File: config.mk
export PLATFORM = sky130hd
export DESIGN_NAME = tsp_mul
export DESIGN_NICKNAME = d
export VERILOG_FILES = /design/src/sv/tsp_mul.sv
export SDC_FILE = /design/constraint.sdc
export NUM_CORES = 2
export LEC_CHECK = 0
export BUFFER_PORTS_ARGS = -buffer_cell sky130_fd_sc_hd__buf_2
export CAP_MARGIN = 20
export CORE_UTILIZATION = 45
export CTS_BUF_LIST = sky130_fd_sc_hd__clkbuf_16
export DETAILED_ROUTE_END_ITERATION = 10
export PLACE_DENSITY = 0.71
export SYNTH_ARGS = -nofsm -noshare
export SYNTH_HDL_FRONTEND = slang
export SYNTH_SLANG_ARGS = --single-unit
File: constraint.sdc
create_clock -name clk -period 7.4 [get_ports clk]
set_clock_uncertainty 0.2 [all_clocks]
set_input_delay 0 -clock clk [delete_from_list [all_inputs] [get_ports clk]]
set_output_delay 0 -clock clk [all_outputs]
set_load 0.01 [all_outputs]
File: src/sv/tsp_mul.sv
// ----------------------------------------------------------------------------
// tsp_mul: shared signed multiplier
// One 34x34 bit signed product per cycle while en is high, output registered.
// ----------------------------------------------------------------------------
module tsp_mul (
	input  logic               clk,
	input  logic               en,
	input  logic signed [33:0] op_a,
	input  logic signed [33:0] op_b,
	output logic signed [67:0] prod
);
	logic signed [67:0] prod_q;

	always_ff @(posedge clk) begin
		if (en) begin
			prod_q <= op_a * op_b;
		end
	end

	assign prod = prod_q;

endmodule

==> metrics.cfg <==
[final_layout]
layout-drive-gt1-share = 0.142
syn_to_final_growth_pct = 13.4
nNetsFinal = 6433
fin_util = 0.519
largest_reg_flops = 68

[timing]
tightest_slew_ps = 790
finalCriticalPeriod_ps = 7240
fin_crit_sh = 0.978
hold_slack_ps = 201
setup_tns_ps = 0
max_slew_margin = 0.473
max_freq_mhz = 138
finalHoldViolCount = 0
setup_viol = 0
slew_violations = 0

[die]
fp.dieH_um = 314
die_x_um = 314
ios = 138
initial_utilization = 0.457
die_area_um2 = 98400
core_area_um2 = 95600
fp-row-count = 113

[routing]
dr.first_iter.drc_count = 1823
drc = 0
viasPerCell = 5.07
ant_nets = 0
detail_route.wl_per_cell_um = 18.6
routed_wl_um = 115000
firstDrtPassIters = 6
vias = 31400

[worst_hold_path]
hp-class = input port to flop

[worst_setup_path]
crit_fanout = 12
worst_ep_arrival_time_ps = 7150
cp.required_ps = 7310
cp-end-kind = flop
start_kind = input port
critPathKind = input port to flop
slowest_stage = fa_2
slowest_delay_ps = 610
crit_path_frequent_cell = fa_1

[place]
post-dp-hpwl_um = 103000
gp_congestion = 0.901
port_buffers = 137

[global_route]
grt_pass1_wl_um = 186000
antenna_found_initial = 5
grt_max_degree = 54
overflow = 0
track_usage = 0.246
grt_pass1_vias = 35400

[yosys]
synth_area_um2 = 43700
synth-seq-cells = 68
syn_area_per_cell_um2 = 9.60
yosysSeqAreaShare = 0.0467
synth_nets = 6069
async_flop_share = 0
synth.distinct_cells = 69
netlist.area_leader.share = 0.568
yosysWarningCount = 0
yosysTopAreaCell = fa_1
ys_top_cells_by_area = fa_1, inv_1, and2_1, ha_1, edfxtp_1
synth_edf_count = 68
synthCells = 4554
synth_ff_type = edfxtp_1

[cts]
path_clk_slew_ps = 60
clockBufferDepth = 2
cts_made_buffers = 9
cts_tree = yes
cts.sinks = 68
cts-root-buf = clkbuf_16
htree_levels = 3

[status]
status = finished, final reports clean

[run]
drv_cap = 0

==> worst max-delay path, delay by kind of cell <==
family                   cells  cell delay, ps
AO/OA/AOI/OAI                6            1290
AND/OR/NAND/NOR              4             680
adder cells (fa/ha/maj)      9            4420
buffers and inverters        8             640
XOR/XNOR                     1             100
==> placed cells by master (no fill, tap or decap), types with 20 or more instances in the layout <==
master / Yosys / final
fa_1: 1241 / 1218
buf_6: 1 / 27
edfxtp_1: 68 / 68
and2_1: 621 / 616
xor2_1: 23 / 23
buf_2: 2 / 83
inv_1: 1231 / 1227
buf_12: 0 / 22
nor2_1: 54 / 54
ha_1: 204 / 195
nand2b_1: 20 / 20
a21oi_1: 61 / 49
o21ai_0: 31 / 25
buf_4: 4 / 429
nand2_1: 542 / 539
xnor2_1: 56 / 56
a21o_1: 37 / 37
fa_2: 0 / 23
==> kinds of logic (layout without fill, tap and decap cells) <==
kind of cell             Yosys count  count (layout)  share of synthesized area
AO/OA/AOI/OAI                    206             206                     0.0329
flip-flops                        68              68                     0.0467
other                              0               4                          0
adder cells (fa/ha/maj)         1445            1445                      0.627
buffers and inverters           1460            1829                      0.126
XOR/XNOR                          79              79                     0.0158
AND/OR/NAND/NOR                 1296            1296                      0.151
==> per-stage QoR <==
stage,setup WS [ps],area (um2),std cells
5_1_grt,-21.9,49600,6191
2_1_floorplan,46.5,43700,4554
6_report,160,49600,6192
3_5_place_dp,-596,48600,6162
3_3_place_gp,-477,48600,6162
4_1_cts,1.71,48900,6179
==> cells in the mapped netlist (3+ instances only) <==
library cell / count
a221oi_1: 3
nor3_1: 5
fa_1: 1241
buf_4: 4
a211oi_1: 6
nor2_1: 54
a31oi_1: 7
clkbuf_1: 214
o21a_1: 4
nor2b_1: 9
nand2_1: 542
o21bai_1: 12
nand2b_1: 20
or2_2: 4
o21ai_0: 31
xor2_1: 23
o41ai_2: 3
nand4_1: 11
nand3_1: 11
inv_1: 1231
ha_1: 204
o21ai_1: 7
a21oi_1: 61
a21o_1: 37
and3_1: 5
and3_2: 3
o41ai_1: 3
and2_1: 621
o211ai_1: 3
edfxtp_1: 68
xnor2_1: 56
==> cell type report <==
type                            instances  area [um2]
Multi-Input combinational cell       3026       36500
Clock buffer                            9         225
Fill cell                            8573       46000
Inverter                             1232        4620
Tap cell                             1265        1580
Antenna cell                            4        10.0
Sequential cell                        68        2040
Clock inverter                          7        45.0
Timing Repair Buffer                  581        4560
==> path summary, 6_finish.rpt <==
kind,startpoint,to,cells past startpoint
worst max-delay path,op_a[19],prod[64],28
worst min-delay path,op_b[1],prod[1],4
==> per-layer routing <==
metal,global-route usage,wire [um]
met5,0,14
met4,0.131,7410
met1,0.282,40100
met3,0.0252,5630
met2,0.451,62200
==> what timing repair did <==
item	in CTS	in global routing
endpoints found under the setup margin	9	23
hold endpoints to repair	15	0
pin swaps	1	48
hold buffers	1	0
gates resized for setup	8	194
setup buffers	0	10
Power is not shown: default switching activity piles up to over one toggle a cycle in this logic, so the estimate is an artifact.
