<file path="src/sv/tsp_pkg.sv">
// ----------------------------------------------------------------------------
// tsp_pkg: shared types and constants of the task-space PD controller
// Request and result layouts, gain registers, CORDIC and friction tables.
// ----------------------------------------------------------------------------
package tsp_pkg;

	localparam int CORDIC_STEPS = 16;

	localparam logic signed [33:0] CORDIC_GAIN_Q30 = 34'sd652032874;
	localparam logic signed [16:0] PI_Q13          = 17'sd25736;
	localparam logic signed [16:0] HALF_PI_Q13     = 17'sd12868;
	localparam logic signed [33:0] LINK_Q16        = 34'sd16646;
	localparam logic signed [15:0] TORQUE_LIMIT    = 16'sd20480;
	localparam logic signed [33:0] RECIP3_Q31      = 34'sd715827883;

	localparam logic [2:0] REG_GAIN_P_X = 3'd0;
	localparam logic [2:0] REG_GAIN_P_Y = 3'd1;
	localparam logic [2:0] REG_GAIN_P_Z = 3'd2;
	localparam logic [2:0] REG_GAIN_D_X = 3'd3;
	localparam logic [2:0] REG_GAIN_D_Y = 3'd4;
	localparam logic [2:0] REG_GAIN_D_Z = 3'd5;

	typedef struct packed {
		logic signed [15:0] joint_angle_a;
		logic signed [15:0] joint_angle_b;
		logic signed [15:0] joint_angle_c;
		logic signed [15:0] target_x;
		logic signed [15:0] target_y;
		logic signed [15:0] target_z;
		logic signed [31:0] target_vel_x;
		logic signed [31:0] target_vel_y;
		logic signed [31:0] target_vel_z;
	} in_req_t;

	typedef struct packed {
		logic signed [15:0] torque_a;
		logic signed [15:0] torque_b;
		logic signed [15:0] torque_c;
		logic signed [15:0] tip_x;
		logic signed [15:0] tip_y;
		logic signed [15:0] tip_z;
	} out_res_t;

	typedef struct packed {
		logic [15:0] gain_p_x;
		logic [15:0] gain_p_y;
		logic [15:0] gain_p_z;
		logic [15:0] gain_d_x;
		logic [15:0] gain_d_y;
		logic [15:0] gain_d_z;
	} gains_t;

	typedef struct packed {
		logic               done;
		logic signed [17:0] sin_val;
		logic signed [17:0] cos_val;
	} cord_res_t;

	typedef struct packed {
		logic signed [19:0] thr;
		logic signed [19:0] slope;
		logic signed [19:0] vp;
		logic signed [19:0] vn;
		logic signed [19:0] cp;
		logic signed [19:0] cn;
		logic signed [19:0] coeff;
	} fric_par_t;

	function automatic logic [31:0] atan_val(input logic [4:0] i);
		logic [31:0] r;
		case (i)
			5'd0:  r = 32'h3243F6A8;
			5'd1:  r = 32'h1DAC6705;
			5'd2:  r = 32'h0FADBAFC;
			5'd3:  r = 32'h07F56EA6;
			5'd4:  r = 32'h03FEAB76;
			5'd5:  r = 32'h01FFD55B;
			5'd6:  r = 32'h00FFFAAA;
			5'd7:  r = 32'h007FFF55;
			5'd8:  r = 32'h003FFFEA;
			5'd9:  r = 32'h001FFFFD;
			5'd10: r = 32'h000FFFFF;
			5'd11: r = 32'h0007FFFF;
			5'd12: r = 32'h0003FFFF;
			5'd13: r = 32'h0001FFFF;
			5'd14: r = 32'h0000FFFF;
			5'd15: r = 32'h00007FFF;
			5'd16: r = 32'h00003FFF;
			5'd17: r = 32'h00001FFF;
			5'd18: r = 32'h00000FFF;
			5'd19: r = 32'h000007FF;
			5'd20: r = 32'h000003FF;
			5'd21: r = 32'h000001FF;
			5'd22: r = 32'h000000FF;
			5'd23: r = 32'h0000007F;
			default: r = '0;
		endcase
		return r;
	endfunction

	function automatic fric_par_t fric_par(input logic [1:0] j);
		fric_par_t r;
		case (j)
			2'd0: r = '{20'sd819, 20'sd235930, 20'sd16469, 20'sd16233,
				20'sd23835, 20'sd19320, 20'sd58982};
			2'd1: r = '{20'sd410, 20'sd235930, 20'sd16384, 20'sd18809,
				20'sd31189, 20'sd32971, 20'sd49152};
			default: r = '{20'sd410, 20'sd235930, 20'sd12596, 20'sd13972,
				20'sd23075, 20'sd23252, 20'sd65536};
		endcase
		return r;
	endfunction

endpackage

</file>
<file path="src/sv/tsp_cfg.sv">
// ----------------------------------------------------------------------------
// tsp_cfg: gain register file
// Six 16-bit task-space gains behind a bus port with a setup and an access
// phase. Writes beyond the last register are dropped.
// ----------------------------------------------------------------------------
module tsp_cfg (
	input  logic                clk,
	input  logic                arst_n,
	input  logic                psel,
	input  logic                penable,
	input  logic                pwrite,
	input  logic [4:0]          paddr,
	input  logic [31:0]         pwdata,
	output logic [31:0]         prdata,
	output logic                pready,
	output tsp_pkg::gains_t     gains
);
	import tsp_pkg::*;

	gains_t     gains_q;
	logic       wr;
	logic [2:0] reg_idx;

	assign wr      = psel && penable && pwrite;
	assign reg_idx = paddr[4:2];
	assign pready  = 1'b1;

	always_ff @(posedge clk or negedge arst_n) begin
		if (!arst_n) begin
			gains_q <= '{16'd25600, 16'd51200, 16'd51200, 16'd1024, 16'd1536, 16'd1536};
		end else if (wr) begin
			unique case (reg_idx)
				REG_GAIN_P_X: gains_q.gain_p_x <= pwdata[15:0];
				REG_GAIN_P_Y: gains_q.gain_p_y <= pwdata[15:0];
				REG_GAIN_P_Z: gains_q.gain_p_z <= pwdata[15:0];
				REG_GAIN_D_X: gains_q.gain_d_x <= pwdata[15:0];
				REG_GAIN_D_Y: gains_q.gain_d_y <= pwdata[15:0];
				REG_GAIN_D_Z: gains_q.gain_d_z <= pwdata[15:0];
				default: ;
			endcase
		end
	end

	always_comb begin
		unique case (reg_idx)
			REG_GAIN_P_X: prdata = {16'd0, gains_q.gain_p_x};
			REG_GAIN_P_Y: prdata = {16'd0, gains_q.gain_p_y};
			REG_GAIN_P_Z: prdata = {16'd0, gains_q.gain_p_z};
			REG_GAIN_D_X: prdata = {16'd0, gains_q.gain_d_x};
			REG_GAIN_D_Y: prdata = {16'd0, gains_q.gain_d_y};
			REG_GAIN_D_Z: prdata = {16'd0, gains_q.gain_d_z};
			default:      prdata = '0;
		endcase
	end

	assign gains = gains_q;

endmodule

</file>
<file path="config.mk">
export PLATFORM = sky130hd
export DESIGN_NAME = tsp_cfg
export DESIGN_NICKNAME = d
export VERILOG_FILES = /design/src/sv/tsp_pkg.sv /design/src/sv/tsp_cfg.sv
export SDC_FILE = /design/constraint.sdc
export NUM_CORES = 1
export LEC_CHECK = 0
export BUFFER_PORTS_ARGS = -buffer_cell sky130_fd_sc_hd__buf_2
export CORE_ASPECT_RATIO = 0.9
export CORE_MARGIN = 5
export CORE_UTILIZATION = 46
export CTS_BUF_LIST = sky130_fd_sc_hd__clkbuf_8
export DETAILED_ROUTE_END_ITERATION = 12
export GPL_TIMING_DRIVEN = 0
export PLACE_DENSITY = 0.87
export SLEW_MARGIN = 20
export SYNTH_ARGS = -nofsm -noshare
export SYNTH_HDL_FRONTEND = slang
export SYNTH_SLANG_ARGS = --single-unit
</file>
<file path="constraint.sdc">
create_clock -name clk -period 1.45 [get_ports clk]
set_clock_uncertainty 0.2 [all_clocks]
set_input_delay 0.145 -clock clk [delete_from_list [all_inputs] [get_ports clk]]
set_output_delay 0.145 -clock clk [all_outputs]
set_load 0.02 [all_outputs]
</file>
==> results <==
- The flow ran to the end, but the final reports show violations.
- The checks that failed: negative setup slack.
- The floorplan core area is 0.009742 mm^2.
- The maximum number of pins on one net before global-route repair is between 80 and 90.
- The total power of the final layout is 8.873 mW.
- The via count of the first global-routing pass is 3933.
- Synthesis instantiated 31 different standard cells from the library.
- At the pin with the least slew margin, the transition time is slightly below 0.6 ns.
- Synthesis handed over a netlist of 335 instances.
- The library cell occupying the most area in the post-synthesis netlist is sky130_fd_sc_hd__dfrtp_1.
- For this run the aggregate overflow at the end of global routing stands at 0.
- The first-pass GRT wire length is 21750 um.
- The floorplan step defined a die boundary enclosing around 0.012 mm^2.
- The number of iterations in the first detailed-routing pass is 4.
- In this run the worst path has a maximum fanout of 3.
- TritonCTS built the clock tree.
- The share of total power dissipated in sequential elements is 41.4%.
- The mean instance size in the synthesized netlist is 13.79 um^2.
- The number of cells on the worst reg-to-reg path is 3.
- The worst-case IR drop observed on VDD is 0.7056 mV.
- Counting flops with an async set or reset pin after synthesis yields a share of 100.0%.
- The final HPWL from detailed placement is about 9400 um.
- The static power due to leakage is 3.405 nW.
- Summed over all nets, the switching power comes to 3.096 mW.
- The post-synth design cell area is 0.004621 mm^2.
- The weighted congestion at the end of routability-driven global placement is approximately 0.91.
- Of the total power, combinational logic draws 38.6%.
- The worst-case setup margin in the final layout is -0.4611 ns.
- The critical path is of the flip-flop to output pin type.
- The data arrival time of the worst path is roughly 1.6 ns.
- Across every metal layer, demand over resource in global routing totals 23.36%.
- Of the post-synthesis cell area, the dominant cell type holds 44.41%.
- 0 antenna diodes ended up in the layout.
- The die is 115.6 um wide.
- The headroom to the max-slew limit is between 60 and 70%.
- The final-report hold violation count is 0.
- The beginning of the worst register-to-register path is gains[64].
- The number of buffers added on ports is 133.
- After layout, the worst path uses 131.8% of the clock period.
- The class of the most critical hold timing path is input pin to asynchronous set/reset pin.
- The initialized floorplan defines 34 standard-cell rows.
- By count the netlist is led by 98 x sky130_fd_sc_hd__mux2_2, 82 x sky130_fd_sc_hd__dfrtp_1, 26 x sky130_fd_sc_hd__mux2i_1.
- In this run the critical register-to-register path is captured at gains[64].
- From bottom edge to top edge, the die measures 105.1 um.
- STA classifies the critical path startpoint as a flip-flop.
- The slack of the worst reg-to-reg path is 0.20 ns.
- The number of buffers created by CTS is 9.
- STA puts the critical path data required time at around 1.1 ns.
- The most common cell in the netlist is sky130_fd_sc_hd__mux2_2.
- The clock drives 96 sinks.
- The area growth from synthesis to layout is 48.31%.
- After detailed routing, the average wire length per cell comes to 21.37 um.
- The primary flip-flop cell chosen by synthesis mapping is sky130_fd_sc_hd__dfrtp_1.
- The most critical setup path has its startpoint at gains[50].
- In this run the power density over the cells is approximately 1300 mW/mm^2.
- In this run the clock root is driven by a sky130_fd_sc_hd__clkbuf_8.
- The number of vias in the routed layout is 3697.
- The number of slew-limit violations in the final report is 0.
- The number of antenna violations at the first check in global routing is 0.
- The fraction of layout instances using a drive strength above 1 is 66.84%.
- The clock latency of the later-clocked register in the worst-skew pair is 0.35 ns.
- The mean number of vias per cell is 5.358.
- The detail route stage leaves a number of antenna-violating nets equal to 0.
- After detailed routing, the number of remaining DRC violations is 0.
- At the end of the flow, the number of nets in the layout was roughly 600.
- Internal power comes to between 5 and 6 mW.
- The top achievable clock speed is between 500 and 600 MHz.
- The Yosys step of the flow raised 0 warnings.
- The number of levels the H-tree was split into is 3.
- The aggregate routed wire length is 14740 um.
- Sorting the synthesized cells by area gives the leading types as sky130_fd_sc_hd__dfrtp_1 44%, sky130_fd_sc_hd__mux2_2 24%, sky130_fd_sc_hd__dfstp_2 8.0%, sky130_fd_sc_hd__mux2i_1 5.6%, sky130_fd_sc_hd__buf_4 3.9%.
- Yosys mapped a number of flops with a built-in enable equal to 0.
- The number of flip-flops in the largest register is 96.
- Summing the sequential cell areas from Yosys gives 52.37% of the chip area.
- The effective utilization at floorplan is 47.43%.
- OpenSTA, run right after detailed placement, puts the worst setup slack at -0.4852 ns.
- The number of maximum-capacitance violations is 0.
- The clock-pin slew reported for the worst setup and hold paths after clock tree synthesis is 0.09 ns.
- STA classifies the critical path endpoint as an output pin.
- For the finished layout, the period the worst path requires is ~1.9 ns.
- The number of setup violations in the final report is 24.
- The number of buffers between clock root and the deepest sink is 2.
- Setup repair after global routing could not meet its margin everywhere.
- In this run switching power makes up 34.90% of total power.
- The number of violations reported at the end of detailed-routing iteration 0 is 287.
- After synthesis the netlist holds a flip-flop and latch count of 96.
- The number of top-level pins is about 170.
- In this run, the clock network consumes 20.1% of the power.
-- worst max-delay path by stage --
| stage | end | slack [ns] | cells past startpoint |
|---|---|---|---|
| after floorplan | gains[87] | -0.14 | 5 |
| after global placement | gains[54] | -0.99 | 1 |
| after detailed placement | gains[70] | -0.49 | 5 |
| after CTS | prdata[6] | -0.47 | 4 |
| after global routing | prdata[13] | -0.51 | 4 |
| final | prdata[2] | -0.46 | 4 |
-- cells in the final DEF, fill, tap and decap left out, drive strengths merged, types with 6 or more instances in the layout --
cell type    synthesis  final
a221oi               6      6
a31oi                6      6
buf                 32    213
clkbuf               5     16
conb                 2     17
dfrtp               82     82
dfstp               14     14
dlygate4sd3          0     17
mux2               108    108
mux2i               26     26
nand2               12     12
nor2                10     10
o221ai               6      6
or3                  6      6
-- logic make-up after synthesis --
family,synth area share (%)
flops,52.37
compound gates,4.712
simple gates,5.253
other cells,0.1625
mux,31.95
buf+inv,5.551
-- per-layer routing --
layer / GRT usage, % / part of all wire, %
met5: 0 / 0
met4: 6.711 / 2.0
met3: 7.399 / 8.1
met2: 39.01 / 52
met1: 29.12 / 38
-- repair_timing --
action | CTS | global route
hold endpoints to repair | 181 | 0
setup buffers | 27 | 21
hold buffers | 18 | 0
resized for setup | 44 | 37
setup endpoints to repair | 43 | 48
pin swaps | 9 | 6
gates cloned | 0 | 0
-- metrics by stage --
step / hold WS, ns / std cells / util [%] / instance area [um^2] / setup TNS (ns)
2_1_floorplan: -0.3506 / 350 / - / 4980 / -4.148
3_3_place_gp: 0.2347 / 609 / 59.57 / 5803 / -103.21
3_5_place_dp: -0.2221 / 610 / 59.92 / 5837 / -32.90
4_1_cts: 0.1030 / 670 / 67.52 / 6578 / -5.880
5_1_grt: 0.1106 / 690 / 70.34 / 6853 / -7.625
6_report: 0.1200 / 690 / 70.34 / 6853 / -6.085
-- cell type report --
cell class	instances	area, um^2
Buffer	37	355.3
Tap cell	126	157.7
Multi-Input combinational cell	216	2290
Clock buffer	11	151.4
Sequential cell	96	2422
Inverter	1	7.507
Timing Repair Buffer	199	1423
Clock inverter	4	46.29
Fill cell	666	2889
-- critical path: stages (launching register included) --
cell and delay [ns]:
sky130_fd_sc_hd__dfrtp_1 0.42, sky130_fd_sc_hd__mux2_4 0.28, sky130_fd_sc_hd__a221oi_4 0.27, sky130_fd_sc_hd__a31oi_2 0.07, sky130_fd_sc_hd__buf_4 0.18
-- power by group through the flow --
stage / combinational (mW) / clock (mW) / sequential [mW]
6_report: 3.42 / 1.78 / 3.67
5_1_grt: 3.62 / 1.94 / 3.74
4_1_cts: 3.16 / 1.81 / 3.64
3_5_place_dp: 2.75 / 0 / 3.72
3_3_place_gp: 2.67 / 0 / 3.68
2_1_floorplan: 1.14 / 0 / 4.31
Note: power is estimated with default switching activity, not from simulation.
