### config.mk
export PLATFORM = sky130hd
export DESIGN_NAME = tsp_cordic
export DESIGN_NICKNAME = d
export VERILOG_FILES = /design/src/sv/tsp_pkg.sv /design/src/sv/tsp_cordic.sv
export SDC_FILE = /design/constraint.sdc
export NUM_CORES = 1
export LEC_CHECK = 0
export ABC_AREA = 1
export ABC_CLOCK_PERIOD_IN_PS = 4019
export BUFFER_PORTS_ARGS = -buffer_cell sky130_fd_sc_hd__buf_2
export CAP_MARGIN = 25
export CORE_MARGIN = 2
export CORE_UTILIZATION = 35
export CTS_CLUSTER_DIAMETER = 150
export DETAILED_ROUTE_END_ITERATION = 10
export GPL_TIMING_DRIVEN = 0
export PLACE_DENSITY = 0.58
export RECOVER_POWER = 50
export SYNTH_ARGS = -nofsm -noshare
export SYNTH_HDL_FRONTEND = slang
export SYNTH_SLANG_ARGS = --single-unit
### constraint.sdc
create_clock -name clk -period 4.02 [get_ports clk]
set_input_delay 1.005 -clock clk [delete_from_list [all_inputs] [get_ports clk]]
set_output_delay 1.005 -clock clk [all_outputs]
set_load 0.03 [all_outputs]
### src/sv/tsp_pkg.sv
// ----------------------------------------------------------------------------
// tsp_pkg: shared types and constants of the task-space PD controller
// Request and result layouts, gain registers, CORDIC and friction tables.
// ----------------------------------------------------------------------------
package tsp_pkg;

	localparam int CORDIC_STEPS = 16;

	localparam logic signed [33:0] CORDIC_GAIN_Q30 = 34'sd652032874;
	localparam logic signed [16:0] PI_Q13          = 17'sd25736;
	localparam logic signed [16:0] HALF_PI_Q13     = 17'sd12868;
	localparam logic signed [33:0] LINK_Q16        = 34'sd16646;
	localparam logic signed [15:0] TORQUE_LIMIT    = 16'sd20480;
	localparam logic signed [33:0] RECIP3_Q31      = 34'sd715827883;

	localparam logic [2:0] REG_GAIN_P_X = 3'd0;
	localparam logic [2:0] REG_GAIN_P_Y = 3'd1;
	localparam logic [2:0] REG_GAIN_P_Z = 3'd2;
	localparam logic [2:0] REG_GAIN_D_X = 3'd3;
	localparam logic [2:0] REG_GAIN_D_Y = 3'd4;
	localparam logic [2:0] REG_GAIN_D_Z = 3'd5;

	typedef struct packed {
		logic signed [15:0] joint_angle_a;
		logic signed [15:0] joint_angle_b;
		logic signed [15:0] joint_angle_c;
		logic signed [15:0] target_x;
		logic signed [15:0] target_y;
		logic signed [15:0] target_z;
		logic signed [31:0] target_vel_x;
		logic signed [31:0] target_vel_y;
		logic signed [31:0] target_vel_z;
	} in_req_t;

	typedef struct packed {
		logic signed [15:0] torque_a;
		logic signed [15:0] torque_b;
		logic signed [15:0] torque_c;
		logic signed [15:0] tip_x;
		logic signed [15:0] tip_y;
		logic signed [15:0] tip_z;
	} out_res_t;

	typedef struct packed {
		logic [15:0] gain_p_x;
		logic [15:0] gain_p_y;
		logic [15:0] gain_p_z;
		logic [15:0] gain_d_x;
		logic [15:0] gain_d_y;
		logic [15:0] gain_d_z;
	} gains_t;

	typedef struct packed {
		logic               done;
		logic signed [17:0] sin_val;
		logic signed [17:0] cos_val;
	} cord_res_t;

	typedef struct packed {
		logic signed [19:0] thr;
		logic signed [19:0] slope;
		logic signed [19:0] vp;
		logic signed [19:0] vn;
		logic signed [19:0] cp;
		logic signed [19:0] cn;
		logic signed [19:0] coeff;
	} fric_par_t;

	function automatic logic [31:0] atan_val(input logic [4:0] i);
		logic [31:0] r;
		case (i)
			5'd0:  r = 32'h3243F6A8;
			5'd1:  r = 32'h1DAC6705;
			5'd2:  r = 32'h0FADBAFC;
			5'd3:  r = 32'h07F56EA6;
			5'd4:  r = 32'h03FEAB76;
			5'd5:  r = 32'h01FFD55B;
			5'd6:  r = 32'h00FFFAAA;
			5'd7:  r = 32'h007FFF55;
			5'd8:  r = 32'h003FFFEA;
			5'd9:  r = 32'h001FFFFD;
			5'd10: r = 32'h000FFFFF;
			5'd11: r = 32'h0007FFFF;
			5'd12: r = 32'h0003FFFF;
			5'd13: r = 32'h0001FFFF;
			5'd14: r = 32'h0000FFFF;
			5'd15: r = 32'h00007FFF;
			5'd16: r = 32'h00003FFF;
			5'd17: r = 32'h00001FFF;
			5'd18: r = 32'h00000FFF;
			5'd19: r = 32'h000007FF;
			5'd20: r = 32'h000003FF;
			5'd21: r = 32'h000001FF;
			5'd22: r = 32'h000000FF;
			5'd23: r = 32'h0000007F;
			default: r = '0;
		endcase
		return r;
	endfunction

	function automatic fric_par_t fric_par(input logic [1:0] j);
		fric_par_t r;
		case (j)
			2'd0: r = '{20'sd819, 20'sd235930, 20'sd16469, 20'sd16233,
				20'sd23835, 20'sd19320, 20'sd58982};
			2'd1: r = '{20'sd410, 20'sd235930, 20'sd16384, 20'sd18809,
				20'sd31189, 20'sd32971, 20'sd49152};
			default: r = '{20'sd410, 20'sd235930, 20'sd12596, 20'sd13972,
				20'sd23075, 20'sd23252, 20'sd65536};
		endcase
		return r;
	endfunction

endpackage

### src/sv/tsp_cordic.sv
// ----------------------------------------------------------------------------
// tsp_cordic: iterative CORDIC sine and cosine
// Reduces the angle into the half turn around zero, then runs one rotation
// step per cycle with a shared shifter and adder. Results are Q15.
// ----------------------------------------------------------------------------
module tsp_cordic (
	input  logic                    clk,
	input  logic                    arst_n,
	input  logic                    start,
	input  logic signed [15:0]      angle,
	output tsp_pkg::cord_res_t      res
);
	import tsp_pkg::*;

	logic               busy_q, done_q;
	logic [4:0]         i_q;
	logic signed [33:0] x_q, y_q;
	logic signed [34:0] z_q;
	logic               neg_q;

	logic signed [16:0] ang_ext, ang_red;
	logic               red_neg;
	logic signed [33:0] xs, ys, xn, yn, xr, yr;
	logic signed [34:0] at;
	logic               last;

	always_comb begin
		ang_ext = 17'(angle);
		ang_red = ang_ext;
		red_neg = 1'b0;
		if (ang_ext > HALF_PI_Q13) begin
			ang_red = ang_ext - PI_Q13;
			red_neg = 1'b1;
		end else if (ang_ext < -HALF_PI_Q13) begin
			ang_red = ang_ext + PI_Q13;
			red_neg = 1'b1;
		end
	end

	assign xs   = x_q >>> i_q;
	assign ys   = y_q >>> i_q;
	assign at   = signed'({3'b000, atan_val(i_q)});
	assign last = (i_q == 5'(CORDIC_STEPS - 1));

	always_ff @(posedge clk or negedge arst_n) begin
		if (!arst_n) begin
			busy_q <= 1'b0;
			done_q <= 1'b0;
			i_q    <= '0;
		end else begin
			done_q <= busy_q && last;
			if (start) begin
				busy_q <= 1'b1;
				i_q    <= '0;
			end else if (busy_q) begin
				if (last) begin
					busy_q <= 1'b0;
				end
				i_q <= i_q + 5'd1;
			end
		end
	end

	always_ff @(posedge clk) begin
		if (start) begin
			x_q   <= CORDIC_GAIN_Q30;
			y_q   <= '0;
			z_q   <= 35'(ang_red) <<< 17;
			neg_q <= red_neg;
		end else if (busy_q) begin
			if (!z_q[34]) begin
				x_q <= x_q - ys;
				y_q <= y_q + xs;
				z_q <= z_q - at;
			end else begin
				x_q <= x_q + ys;
				y_q <= y_q - xs;
				z_q <= z_q + at;
			end
		end
	end

	assign xn = neg_q ? -x_q : x_q;
	assign yn = neg_q ? -y_q : y_q;
	assign xr = xn + 34'sd16384;
	assign yr = yn + 34'sd16384;

	assign res.done    = done_q;
	assign res.cos_val = xr[32:15];
	assign res.sin_val = yr[32:15];

endmodule

==> impl_metrics.ini, run 1 <==
[run_status]
outcome = finished with violations
violations = negative setup slack

[timing]
finalWorstSetupSlack_ns = -0.6983
final.min_clock_period_ns = 4.718
setup_viol = 74
hold_viol = 0
hold-worst-slack_ns = 0.4759
finClkSkew_ns = 0.01903
drv_slew = 0
grt_setup_unrepaired = true
slew_headroom_pct = 24.29
worst_pin_slew_ns = 1.136
post-route-period-util_pct = 117.4
fmax_mhz = 211.9

[cells_and_area]
drive_gt1_share_pct = 31.93
final_nets = 3457
final_cells = 3984
area_delta_synth_final_pct = 41.81
n_antenna_cell = 0
fin_util_pct = 50.54

[logic_synthesis]
synth_area_sq_um = 17520
ys_types = 56
synth_cells = 3023
synth_most_common_cell = nand2_1
avgSynthCellArea_sq_um = 5.795
synth_edf_count = 19
synth-compound-area-share_pct = 15.50
yosysWarnings = 0
syn_nets = 3165
synthMuxAreaShare_pct = 0
synth_xor_area_share_pct = 10.69
yosysTopAreaCell = nand2_1
synth-seq-area-share_pct = 13.97
yosys.area_share.simple_pct = 41.40
ys_top_cells_by_area = nand2_1 (20%), nand3_1 (11%), dfxtp_1 (9.7%)
synth_common_cells = nand2_1 (917), nand3_1 (383), inv_1 (274)
ys_async_sr_fraction_pct = 6.306
dominantRegCellSynth = dfxtp_1
synth-seq-cells = 111
synth_top_family_by_area = simple AND/OR/NAND/NOR gates
synth_fa_ha_area_share_pct = 8.914
synth_top_area_share_pct = 19.65

[setup_path]
cp_common_cell = nand2_1
rr_endpoint = y_q[33]
arrival_ns = 5.04
r2r-start = i_q[4]
slowest_stage = buf_1
cp.required_ns = 4.34
cp-start-kind = flip-flop
crit_type = flip-flop to flip-flop
endpoint_kind = flip-flop
cp_num_buf_inv = 6
path_delay_family = simple AND/OR/NAND/NOR gates
reg2reg_depth = 26
worstSetupStartpoint = i_q[4]
reg2reg_setup_slack_ns = -0.70
cpPeakStageDelay_ns = 0.60
crit_fanout = 10

[global_route]
grt_usage_pct = 29.28
first_global_vias = 20395
grt_pass1_wl_um = 118000
antenna_found_initial = 0
overflow = 0
grt_start_max_net_pins = 28

[floorplan]
std_cell_rows = 81
start_util_pct = 35.64
core_sq_um = 49150
die_h_um = 227.7
die_area_sq_um = 51850
fp.dieW_um = 227.7
pin_count = 56

[power_and_ir_drop]
swShare_pct = 54.90
ir_worst_vdd_uv = 734.3
power_leakage_nw = 11.49
pwr-share-seq_pct = 9.2
p_clk_share_pct = 3.7
power.density_nw_per_um2 = 1088
p_sw_w = 0.01484
power.share.combinational_pct = 87.1
internal_power_w = 0.01219

[route]
wirelength_um = 81790
drc = 0
antenna_left = 0
wl_per_cell_um = 20.53
vias_per_cell = 5.552
drt_first_pass_iters = 8
drt_iter0_markers = 2165
vias = 22121

[clocking]
clk_pin_slew_ns = 0.09
cts_hold_buf = 0
cts-root-buf = clkbuf_16
numCtsBuffers = 9
clockBufferDepth = 2
numClockSinks = 111
h-tree-depth = 3
clk_latency_ns = 0.42
tritoncts = done

[worst_hold_path]
hold_depth = 2
holdPathEnd = z_q[13]
hp-start = z_q[13]
hp-class = flip-flop to flip-flop

[placement]
io_buffers = 53
dp_hpwl_um = 60890
place_ws_ns = -1.388
gp_congestion = 1.024
placed_cells = 3743

[run]
drv_cap = 0
-- worst max path at each step --
stage	end	slack (ns)	cells after the start
2_1_floorplan	y_q[30]	-0.04	34
3_3_place_gp	z_q[28]	-1.52	19
3_5_place_dp	z_q[28]	-1.39	25
4_1_cts	y_q[33]	-0.61	39
5_1_grt	y_q[33]	-0.91	37
6_report	y_q[33]	-0.70	26
-- cells in the final DEF, fill, tap and decap left out, types with 10 or more instances in the layout --
cell type,count
nand3_2,87
inv_2,51
nand4_1,24
ha_1,79
o21ai_1,47
xnor2_1,63
o22ai_1,35
nand3_4,15
nand2_1,765
a21oi_4,15
nand2_4,39
dfxtp_1,74
a21oi_2,48
nor3_1,20
xor2_4,10
buf_12,13
nor2_2,48
a21oi_1,94
buf_6,67
o211ai_1,13
buf_8,13
xnor2_2,22
clkbuf_1,34
nor2_1,195
o21a_1,11
nand3_1,289
xor2_1,92
a21o_1,13
ha_4,34
inv_1,231
o21ai_0,93
nand2_2,125
buf_2,31
o21ai_2,27
edfxtp_1,19
xor2_2,24
nor3_2,10
nor2_4,37
buf_4,215
-- cells by family (layout without fill, tap and decap cells) --
kind of cell / after synthesis / count (layout)
buf+inv: 403 / 700
xor+xnor: 212 / 212
flops: 111 / 111
compound gates: 474 / 474
simple gates: 1700 / 1700
fa+ha+maj: 123 / 123
-- state kept, by name (all words and copies together) (netlist names) --
signal	flops
busy_q	1
y_q	34
neg_q	1
i_q	5
done_q	1
x_q	34
z_q	35
-- per-stage QoR --
stage	area, sq um	setup TNS (ns)	total power [W]
floorplan	17650	-0.06193	0.01414
global placement	18750	-76.24	0.01786
CTS	22210	-11.09	0.02263
finish	24840	-18.89	0.02702
detailed placement	18800	-62.21	0.01787
global route	24840	-36.62	0.02907
-- power by group through the flow --
stage          Sequential [W]  Combinational (W)  Clock [W]
6_report              0.00249             0.0235   0.000989
5_1_grt               0.00253             0.0255    0.00103
4_1_cts               0.00240             0.0192    0.00100
3_5_place_dp          0.00238             0.0155          0
3_3_place_gp          0.00237             0.0155          0
2_1_floorplan         0.00207             0.0121          0
-- worst register-to-register path, delay by kind of cell, from the launching register on --
kind | cells | cell delay (ns)
buffers and inverters | 6 | 1.35
adders and majority gates | 1 | 0.47
xor gates and xnor gates | 1 | 0.19
AOI/OAI and AO/OA | 2 | 0.17
and+or+nand+nor | 16 | 2.02
DFF | 1 | 0.43
-- cell type report --
type	count	area (sq um)
Timing Repair Buffer	281	2327
Clock buffer	9	225.2
Fill cell	4858	24310
Tap cell	664	830.8
Buffer	112	902.1
Inverter	291	1126
Clock inverter	7	58.81
Multi-Input combinational cell	2509	16900
Sequential cell	111	2474
-- layer usage --
layer,up-vias,wire (um),GRT usage (%)
li1,10595,-,-
met1,10437,35330,38.71
met2,890,36680,46.88
met3,199,5873,5.282
met4,0,3906,12.05
met5,-,0,0
-- what timing repair did --
item	CTS	global route
resized for setup	544	474
buffers inserted	141	89
pin swaps	176	227
endpoints found under the setup margin	114	99
Note: power is estimated with default switching activity, not from simulation.
==> run 2: changes to the inputs <==
PLACE_DENSITY = default   (was 0.58)
==> run 2 against run 1 <==
Effect of this change: the flow finishes with violations (max-capacitance violations, max-slew violations, negative setup slack); setup slack better by 0.036 ns; combinational power fell by 6%; critical path depth is 8 higher; clock skew increased by 0.0030 ns; design area fell by 4.8%; sequential power increased by 2%; via count shrank 0.64%; highest routed layer unchanged; register-to-register slack gained 0.04 ns; sequential share of layout area up 0.50 points; non-clock buffer count decreased by 39; critical path type unchanged; die area is the same.
==> impl_metrics.ini, run 2 (synthesis gave the netlist of run 1 again) <==
[route]
vias = 21979
vias_per_cell = 5.571
met1_length_um = 33590
drt_iter0_markers = 2297
drt_first_pass_iters = 6
antenna_left = 0
wl_per_cell_um = 19.97
top_layer = met4
wirelength_um = 78800
routed-wl-met2_um = 35600
dr_wl_met3_um = 6377
drc = 0

[cells_and_area]
drive_gt1_share_pct = 27.92
final_cell_mix = nand2_1 (814), nand3_1 (285), inv_1 (246)
n_antenna_cell = 0
final_nets = 3418
largest_reg_flops = 35
final_common_cell = nand2_1
area_delta_synth_final_pct = 35.05
fin_util_pct = 48.13
reg.largest.list = z_q x35, x_q x34, y_q x34
final_cells = 3945
largest_register = z_q

[timing]
hold_viol = 0
worst_pin_slew_ns = 1.758
final.min_clock_period_ns = 4.682
finClkSkew_ns = 0.02198
post-route-period-util_pct = 116.5
drv_slew = 28
setup_viol = 75
fmax_mhz = 213.6
grt_setup_unrepaired = true
finalSetupTns_ns = -19.91
finalWorstSetupSlack_ns = -0.6619
slew_headroom_pct = -17.21

[clocking]
numClockSinks = 111
clk_latency_ns = 0.42
tritoncts = done
clockBufferDepth = 2
numCtsBuffers = 9
cts-root-buf = clkbuf_16
clk_pin_slew_ns = 0.09
h-tree-depth = 3

[power_and_ir_drop]
power.share.combinational_pct = 86.2
power_leakage_nw = 11.13
internal_power_w = 0.01153
swShare_pct = 55.13
power.density_nw_per_um2 = 1086
p_sw_w = 0.01416
pwr-share-seq_pct = 9.9
ir_worst_vdd_uv = 606.1
p_clk_share_pct = 4.0
power_w = 0.02569

[setup_path]
cpPeakStageDelay_ns = 0.39
arrival_ns = 4.95
cp.required_ns = 4.29
reg2reg_depth = 34
cp-start-kind = flip-flop
crit_type = flip-flop to flip-flop
crit_fanout = 7
cp_common_cell = inv_2
endpoint_kind = flip-flop
slowest_stage = dfrtp_2

[floorplan]
die_area_sq_um = 51850
die_h_um = 227.7
fp.dieW_um = 227.7
core_sq_um = 49150
std_cell_rows = 81
pin_count = 56
start_util_pct = 35.64

[global_route]
first_global_vias = 20549
antenna_found_initial = 0
grt_usage_pct = 28.74
grt_pass1_wl_um = 116900
overflow = 0
grt_start_max_net_pins = 28

[worst_hold_path]
hp-class = flip-flop to flip-flop
hold_depth = 2

[placement]
placed_cells = 3741
dp_hpwl_um = 58980
place_ws_ns = -1.385
gp_congestion = 1.080
io_buffers = 53

[run_status]
outcome = finished with violations
violations = max-capacitance violations, max-slew violations, negative setup slack

[run]
drv_cap = 1
run 2: per-stage QoR:
stage / cell area (sq um) / hold WS, ns
6_report: 23660 / 0.4778
4_1_cts: 22090 / 0.4255
5_1_grt: 23660 / 0.4983
3_5_place_dp: 18760 / 0.4632
2_1_floorplan: 17650 / 0.4347
3_3_place_gp: 18750 / 0.4540
run 2: timing repair:
action | CTS | global route
pin swaps | 157 | 161
hold buffers | 0 | 0
setup endpoints to repair | 118 | 105
buffers inserted | 140 | 50
gates resized for setup | 528 | 304
run 2: layer usage:
metal	global-route usage [%]	vias to the layer above
met2	46.70	950
met5	0	-
met4	10.96	0
li1	-	10505
met1	37.96	10338
met3	4.858	186
run 2: power by group through the flow:
stage | clock network, W | registers, W | logic [W]
floorplan | 0 | 0.00207 | 0.0121
global placement | 0 | 0.00241 | 0.0153
detailed placement | 0 | 0.00241 | 0.0154
CTS | 0.00103 | 0.00244 | 0.0189
global route | 0.00107 | 0.00256 | 0.0240
finish | 0.00102 | 0.00253 | 0.0221
run 2: area by class of cell:
cell class,count,area [sq um]
clock buffer,11,254.0
fill,5063,25500
multi-input combinational,2509,16160
buffer,112,913.4
tap,664,830.8
timing repair buffer,242,1851
clock inverter,5,43.79
sequential,111,2474
inverter,291,1131
run 2: worst paths after layout:
| path | start | endpoint | slack (ns) |
|---|---|---|---|
| worst max-delay path | i_q[0] | x_q[31] | -0.66 |
| worst min-delay path | z_q[13] | z_q[13] | 0.48 |
| worst max register to register | i_q[0] | x_q[31] | -0.66 |
| worst min register to register | z_q[13] | z_q[13] | 0.48 |
| max in group asynchronous | arst_n | i_q[0] | 3.08 |
| min in group asynchronous | arst_n | i_q[2] | 0.54 |
run 2: critical path: cells and delay by family (launching register included):
kind                     cells  cell delay (ns)
adder cells (fa/ha/maj)      2             0.44
XOR/XNOR                     1             0.17
AND/OR/NAND/NOR             16             1.83
AO/OA/AOI/OAI                6             0.79
flip-flops                   1             0.39
buffers and inverters        9             0.91
